$ cat src/hdl/dats_pkg.sv
`timescale 1ns / 1ps
package dats_pkg;

  localparam int POOL_DEPTH = 512;
  localparam int IDX_W = $clog2(POOL_DEPTH);
  localparam int CNT_W = $clog2(POOL_DEPTH + 1);
  localparam int JOB_W = 10;

  // commands
  localparam logic [2:0] CMD_ADD = 3'd0;
  localparam logic [2:0] CMD_END = 3'd1;
  localparam logic [2:0] CMD_POP = 3'd2;
  localparam logic [2:0] CMD_DONE = 3'd3;
  localparam logic [2:0] CMD_QUERY = 3'd4;

  // status codes
  localparam logic [1:0] STAT_OK = 2'd0;
  localparam logic [1:0] STAT_FULL = 2'd1;
  localparam logic [1:0] STAT_EMPTY = 2'd2;

  // cell operations
  localparam logic [2:0] CELL_NOP = 3'd0;
  localparam logic [2:0] CELL_INSERT = 3'd1;
  localparam logic [2:0] CELL_JOB_ADJ = 3'd2;
  localparam logic [2:0] CELL_REMOVE = 3'd3;
  localparam logic [2:0] CELL_UNQUEUE = 3'd4;
  localparam logic [2:0] CELL_ROT_LOAD = 3'd5;
  localparam logic [2:0] CELL_ROT_STEP = 3'd6;

  typedef struct packed {
    logic [2:0]  command;
    logic [15:0] priority_req;
    logic [31:0] depend_id;
    logic [31:0] parent_id;
    logic [31:0] task_id;
    logic [31:0] work_handle;
    logic [31:0] work_argument;
    logic        batch_last;
  } in_word_t;

  typedef struct packed {
    logic [31:0] result_id;
    logic [31:0] out_handle;
    logic [31:0] out_argument;
    logic        is_done;
    logic [1:0]  status;
  } out_word_t;

  typedef struct packed {
    logic [31:0]      id;
    logic [31:0]      depend;
    logic [31:0]      parent;
    logic [15:0]      prio;
    logic [JOB_W-1:0] jobs;
    logic [31:0]      handle;
    logic [31:0]      argument;
  } task_t;

  typedef struct packed {
    logic  occ;
    logic  queued;
    task_t data;
  } cell_link_t;

  typedef struct packed {
    logic [2:0]       op;
    logic             dec;
    logic [31:0]      key;
    logic [IDX_W-1:0] sel;
    task_t            new_task;
  } cell_ctl_t;

endpackage

$ cat src/hdl/dats_cell.sv
`timescale 1ns / 1ps
module dats_cell (
  input  logic                    clk,
  input  logic                    rst_n,
  input  dats_pkg::cell_ctl_t     ctl,
  input  logic [dats_pkg::IDX_W-1:0] cell_idx,
  input  dats_pkg::cell_link_t    prev_link,
  input  logic                    prev_ins,
  input  dats_pkg::cell_link_t    next_link,
  input  logic [31:0]             rot_in,
  output dats_pkg::cell_link_t    link,
  output logic                    ins_out,
  output logic [31:0]             rot_out,
  output logic                    cand
);
  import dats_pkg::*;

  logic       occ_r, occ_nxt;
  logic       queued_r, queued_nxt;
  logic       blocked_r, blocked_nxt;
  task_t      data_r, data_nxt;
  logic [31:0] rot_r, rot_nxt;

  // sorted insert: new word goes in front of the first higher priority
  assign ins_out = !occ_r || (data_r.prio > ctl.new_task.prio);

  assign link = '{occ: occ_r, queued: queued_r, data: data_r};
  assign rot_out = rot_r;
  assign cand = occ_r && queued_r && (data_r.jobs == JOB_W'(1)) && !blocked_r;

  // per-cell update
  always_comb begin
    occ_nxt = occ_r;
    queued_nxt = queued_r;
    blocked_nxt = blocked_r;
    data_nxt = data_r;
    rot_nxt = rot_r;
    case (ctl.op)
      CELL_INSERT: begin
        if (ins_out) begin
          if (prev_ins) begin
            occ_nxt = prev_link.occ;
            queued_nxt = prev_link.queued;
            data_nxt = prev_link.data;
          end else begin
            occ_nxt = 1'b1;
            queued_nxt = 1'b1;
            data_nxt = ctl.new_task;
          end
        end
      end
      CELL_JOB_ADJ: begin
        if (occ_r && data_r.id == ctl.key) begin
          data_nxt.jobs = ctl.dec ? data_r.jobs - JOB_W'(1) : data_r.jobs + JOB_W'(1);
        end
      end
      CELL_REMOVE: begin
        if (cell_idx >= ctl.sel) begin
          occ_nxt = next_link.occ;
          queued_nxt = next_link.queued;
          data_nxt = next_link.data;
        end
      end
      CELL_UNQUEUE: begin
        if (cell_idx == ctl.sel) begin
          queued_nxt = 1'b0;
        end
      end
      CELL_ROT_LOAD: begin
        rot_nxt = occ_r ? data_r.id : 32'd0;
        blocked_nxt = 1'b0;
      end
      CELL_ROT_STEP: begin
        // open ids circulate around the ring past every dependency
        if (data_r.depend != 32'd0 && rot_r == data_r.depend) begin
          blocked_nxt = 1'b1;
        end
        rot_nxt = rot_in;
      end
      default: begin
      end
    endcase
  end

  always_ff @(posedge clk) begin
    if (!rst_n) begin
      occ_r <= 1'b0;
      queued_r <= 1'b0;
    end else begin
      occ_r <= occ_nxt;
      queued_r <= queued_nxt;
    end
    blocked_r <= blocked_nxt;
    data_r <= data_nxt;
    rot_r <= rot_nxt;
  end

endmodule

$ cat config.mk
export PLATFORM = sky130hd
export DESIGN_NAME = dats_cell
export DESIGN_NICKNAME = d
export VERILOG_FILES = /design/src/hdl/dats_pkg.sv /design/src/hdl/dats_cell.sv
export SDC_FILE = /design/constraint.sdc
export NUM_CORES = 1
export LEC_CHECK = 0
export BUFFER_PORTS_ARGS = -buffer_cell sky130_fd_sc_hd__buf_4
export CORE_AREA = 2 2 342 344
export DETAILED_ROUTE_END_ITERATION = 8
export DIE_AREA = 0 0 344 346
export PLACE_DENSITY = 0.3
export SKIP_LAST_GASP = 1
export SLEW_MARGIN = 15
export SYNTH_ARGS = -nofsm -noshare
export SYNTH_HDL_FRONTEND = slang
export SYNTH_SLANG_ARGS = --single-unit
$ cat constraint.sdc
create_clock -name clk -period 8.9 [get_ports clk]
set_input_delay 0.445 -clock clk [delete_from_list [all_inputs] [get_ports clk]]
set_output_delay 0.445 -clock clk [all_outputs]
set_load 0.01 [all_outputs]
==> out/summary.md <==
The flow ran to the end, and the final reports show no timing, DRC or antenna violations. Clock transition at the registers of the reported paths: 0.06 ns. Element type at the critical path start: a register.

Post-synthesis cell type count: 54. The post-synthesis instance area is 12900 µm². The first detailed-routing pass took 5 iterations. The tools report the number of antenna violations at the first check in global routing as 8.

The worst setup path is captured at a register. Once detail routing completed, the nets flagged for antenna violations numbered 0. Detailed placement ended at an HPWL of 68900 µm. The number of inserted filler cells in the final layout was 12.9k.

The post-cts repair resize count is 0, and the total congestion overflow after global routing is 0. The number of global-route vias before repair was 13.8k; the sequential share of power was 38.6%. In this run the worst path has a maximum fanout of 55.

The primary flip-flop cell chosen by synthesis mapping was sky130_fd_sc_hd__edfxtp_1. Clock skew on the completed layout was measured at 0.0220 ns. Each instance of the synthesized netlist takes up on average 10.5 µm². Among cell families on the critical path, the largest total delay comes from simple AND/OR/NAND/NOR gates.

Measured against its own limit, the worst slew margin works out to 26.1%. Walking the worst path, the cells encountered are ha_1 > nand4_2 > nor4_2 > a21bo_2 > nand3_2 > a21oi_2 > nor2_4 > buf_4. In this run the count of I/O pins placed on the die edge is 873. The vias per cell is 3.57, and the count of flip-flops with a built-in enable after synthesis is 219. Ranked by total cell area, the synthesized netlist is headed by sky130_fd_sc_hd__edfxtp_1, sky130_fd_sc_hd__mux2i_1, sky130_fd_sc_hd__a21oi_1. The logs give 0 for the number of failing hold endpoints at the final stage and 3 for the number of buffers on the longest clock path.

The post-CTS repair timing setup buffer count came out at 0. The die extent in y is 346 µm, and the placer congestion estimate is 0.857. From synthesis to final layout, the design area changed by 72.6%. The proportion of layout cells with a drive suffix above 1 is 45.1%.

Data on the critical path is required at its endpoint by 9.09 ns. For this run, design rule violations remaining after detail routing come to 0. Leakage component of the power: 0.00973 µW. After floorplanning, the core was divided into 125 placement rows. The clock latency on the worst-skew pair is 0.57 ns. The portion of total power attributed to the clock network is 40.7%. Sum of buffers and inverters on the critical path: 1.

Number of clock sinks seen by CTS: 221. For this run, the post-layout net count is 2751. The logs give 0.108 mV for the highest ir drop seen on vdd and 115000 µm² for the placeable core area. At the worst endpoint, the arrival time is 4.02 ns. Share of async-settable or async-resettable flops after synthesis: 0%. Clock root buffer: sky130_fd_sc_hd__clkbuf_16.

Derived from the worst setup path, the maximum achievable clock frequency is 0.261 GHz. The library cells used most frequently in the layout, excluding fill and tap cells, are sky130_fd_sc_hd__buf_4, sky130_fd_sc_hd__edfxtp_1, sky130_fd_sc_hd__a21oi_1, sky130_fd_sc_hd__mux2i_1, sky130_fd_sc_hd__nor2_1. The classification of the worst-slack hold path was in2reg. The average wire per standard cell works out to 22.7 µm.

The initial utilization of the core area, before any placement, comes to 11.2%. During synthesis, Yosys emitted a total of 0 warnings. The detailed router placed 12.9k vias in this run. The run gives 0 as the number of setup violations in the final report. Of all cell types, the one taking the most synthesized area is sky130_fd_sc_hd__edfxtp_1.

The slowest stage of the critical path is the sky130_fd_sc_hd__buf_4 cell. The number of nets handed over by synthesis was 1909. Summed over all nets, the switching power comes to 950 µW. The overall die area was 119000 µm².

Internal power comes to 2400 µW. The tools report the number of H-tree levels as 2. The first global-routing pass estimated 110000 µm of wire. At the pin with the least slew margin, the transition time is 1.10 ns.

The post-route clock period utilization came out at 43.0%. After synthesis, flip-flops and latches occupy 51.3% of the total area. The hold buffer count at cts came out at 0.

Setup repair after global routing left no endpoint under its margin. The total power draw was 3340 µW. The routed design has 82500 µm of wire. The tool flagged a number of max-cap violations equal to 0. In the final timing run, aggregate negative setup slack is 0 ns. Synthesis inferred 221 register bits. TritonCTS built the clock tree. The area fraction of the dominant cell type after synthesis was 51.0%. The worst setup path is of the reg2reg kind. The power density normalized to cell area was 150 nW/µm²; the global-route usage over all layers was 13.3%. Leaving out fill and tap cells, the most frequent cell in the layout is sky130_fd_sc_hd__buf_4. The tools report the combinational fraction of design power as 20.7%.

In this run, CTS created clock tree buffers numbering 34. Entering global routing, the biggest net connects 148 pins. The peak per-stage delay on the critical path was 0.73 ns; the number of instances in the synthesized netlist was 1230.

The clock period could shrink to 3.83 ns. Net switching is 28.4% of the power. The total of buffers placed on input and output ports came out at 872. The floorplan die width was 344 µm; the number of pins exceeding their max-slew limit in the final report was 0. Initial detailed-routing violation count: 608.
[synth_stat cells, types with 3 or more instances]
master	number
sky130_fd_sc_hd__nor2b_1	10
sky130_fd_sc_hd__inv_1	27
sky130_fd_sc_hd__a21oi_1	190
sky130_fd_sc_hd__o21ai_0	13
sky130_fd_sc_hd__mux2i_1	187
sky130_fd_sc_hd__and3_1	3
sky130_fd_sc_hd__nand2_1	90
sky130_fd_sc_hd__nand3b_1	3
sky130_fd_sc_hd__nand2b_1	3
sky130_fd_sc_hd__nor2_1	185
sky130_fd_sc_hd__buf_1	8
sky130_fd_sc_hd__ha_1	28
sky130_fd_sc_hd__edfxtp_1	219
sky130_fd_sc_hd__clkbuf_1	30
sky130_fd_sc_hd__buf_2	38
sky130_fd_sc_hd__xor2_1	17
sky130_fd_sc_hd__nand4_1	17
sky130_fd_sc_hd__xnor2_1	57
sky130_fd_sc_hd__nand3_1	38
sky130_fd_sc_hd__a211oi_1	7
sky130_fd_sc_hd__nor3_1	4
sky130_fd_sc_hd__nor4_1	16
[final cells by class]
type | count | area [µm²] | share of cell area [%]
timing repair buffer | 884 | 6670 | 30.0
sequential | 221 | 6620 | 29.7
multi-input combinational | 903 | 5850 | 26.3
tap | 1524 | 1910 | 8.57
clock buffer | 45 | 933 | 4.20
clock inverter | 16 | 153 | 0.686
inverter | 28 | 105 | 0.472
antenna | 5 | 12.5 | 0.0562
[kinds of logic (layout without fill, tap and decap cells)]
group	count (synthesis)	in the layout	synth area share, %
AND/OR/NAND/NOR	386	386	13.4
AO/OA/AOI/OAI	228	228	9.49
flip-flops	221	221	51.3
multiplexers	187	187	14.5
buffers and inverters	106	973	3.51
XOR/XNOR	74	74	5.03
adder cells (fa/ha/maj)	28	28	2.72
other	0	5	0
[worst reg2reg max path, stage by stage (launching register included)]
cell and delay [ns]:
sky130_fd_sc_hd__edfxtp_1 0.39, sky130_fd_sc_hd__ha_1 0.41, sky130_fd_sc_hd__nand4_2 0.18, sky130_fd_sc_hd__nor4_2 0.47, sky130_fd_sc_hd__a21bo_2 0.29, sky130_fd_sc_hd__nand3_2 0.09, sky130_fd_sc_hd__a21oi_2 0.09, sky130_fd_sc_hd__nor2_4 0.64
sky130_fd_sc_hd__buf_4 0.73
[flip-flops by register name, summed over array words and instances, names as in the netlist]
register / flops
queued_r: 1
rot_out: 32
blocked_r: 1
occ_r: 1
link: 186
[per-stage QoR]
stage	worst slack (ns)	hold slack (ns)	util, %	area, µm²	cells
after floorplan	2.18	0.448	-	12900	1230
after global placement	4.52	0.551	18.3	21200	3560
after detailed placement	4.66	0.559	18.3	21200	3560
after CTS	4.67	0.0786	19.3	22200	3621
after global routing	4.73	0.118	19.3	22300	3626
final	5.07	0.134	19.3	22300	3626
[worst paths after layout]
check        slack, ns     endpoint        from  cells after the start
max               5.07    link[108]    link[89]                      8
min               0.13  rot_out[22]  rot_in[22]                      3
max reg2reg       5.07    link[108]    link[89]                      8
min reg2reg       0.56     queued_r    queued_r                      2
[power by group through the flow]
stage	combinational (µW)	sequential, µW	clock, µW
floorplan	235	1320	0
finish	692	1290	1360
detailed placement	708	1320	0
global placement	711	1320	0
global route	754	1300	1460
CTS	711	1290	1430
[routing by layer]
layer	global-route usage, %	wire length [µm]	share of wire [%]
met1	15.8	33200	40
met2	23.3	41400	50
met3	3.28	5820	7.1
met4	3.87	2030	2.5
met5	0	0	0
Power figures use the tool's default switching activity.
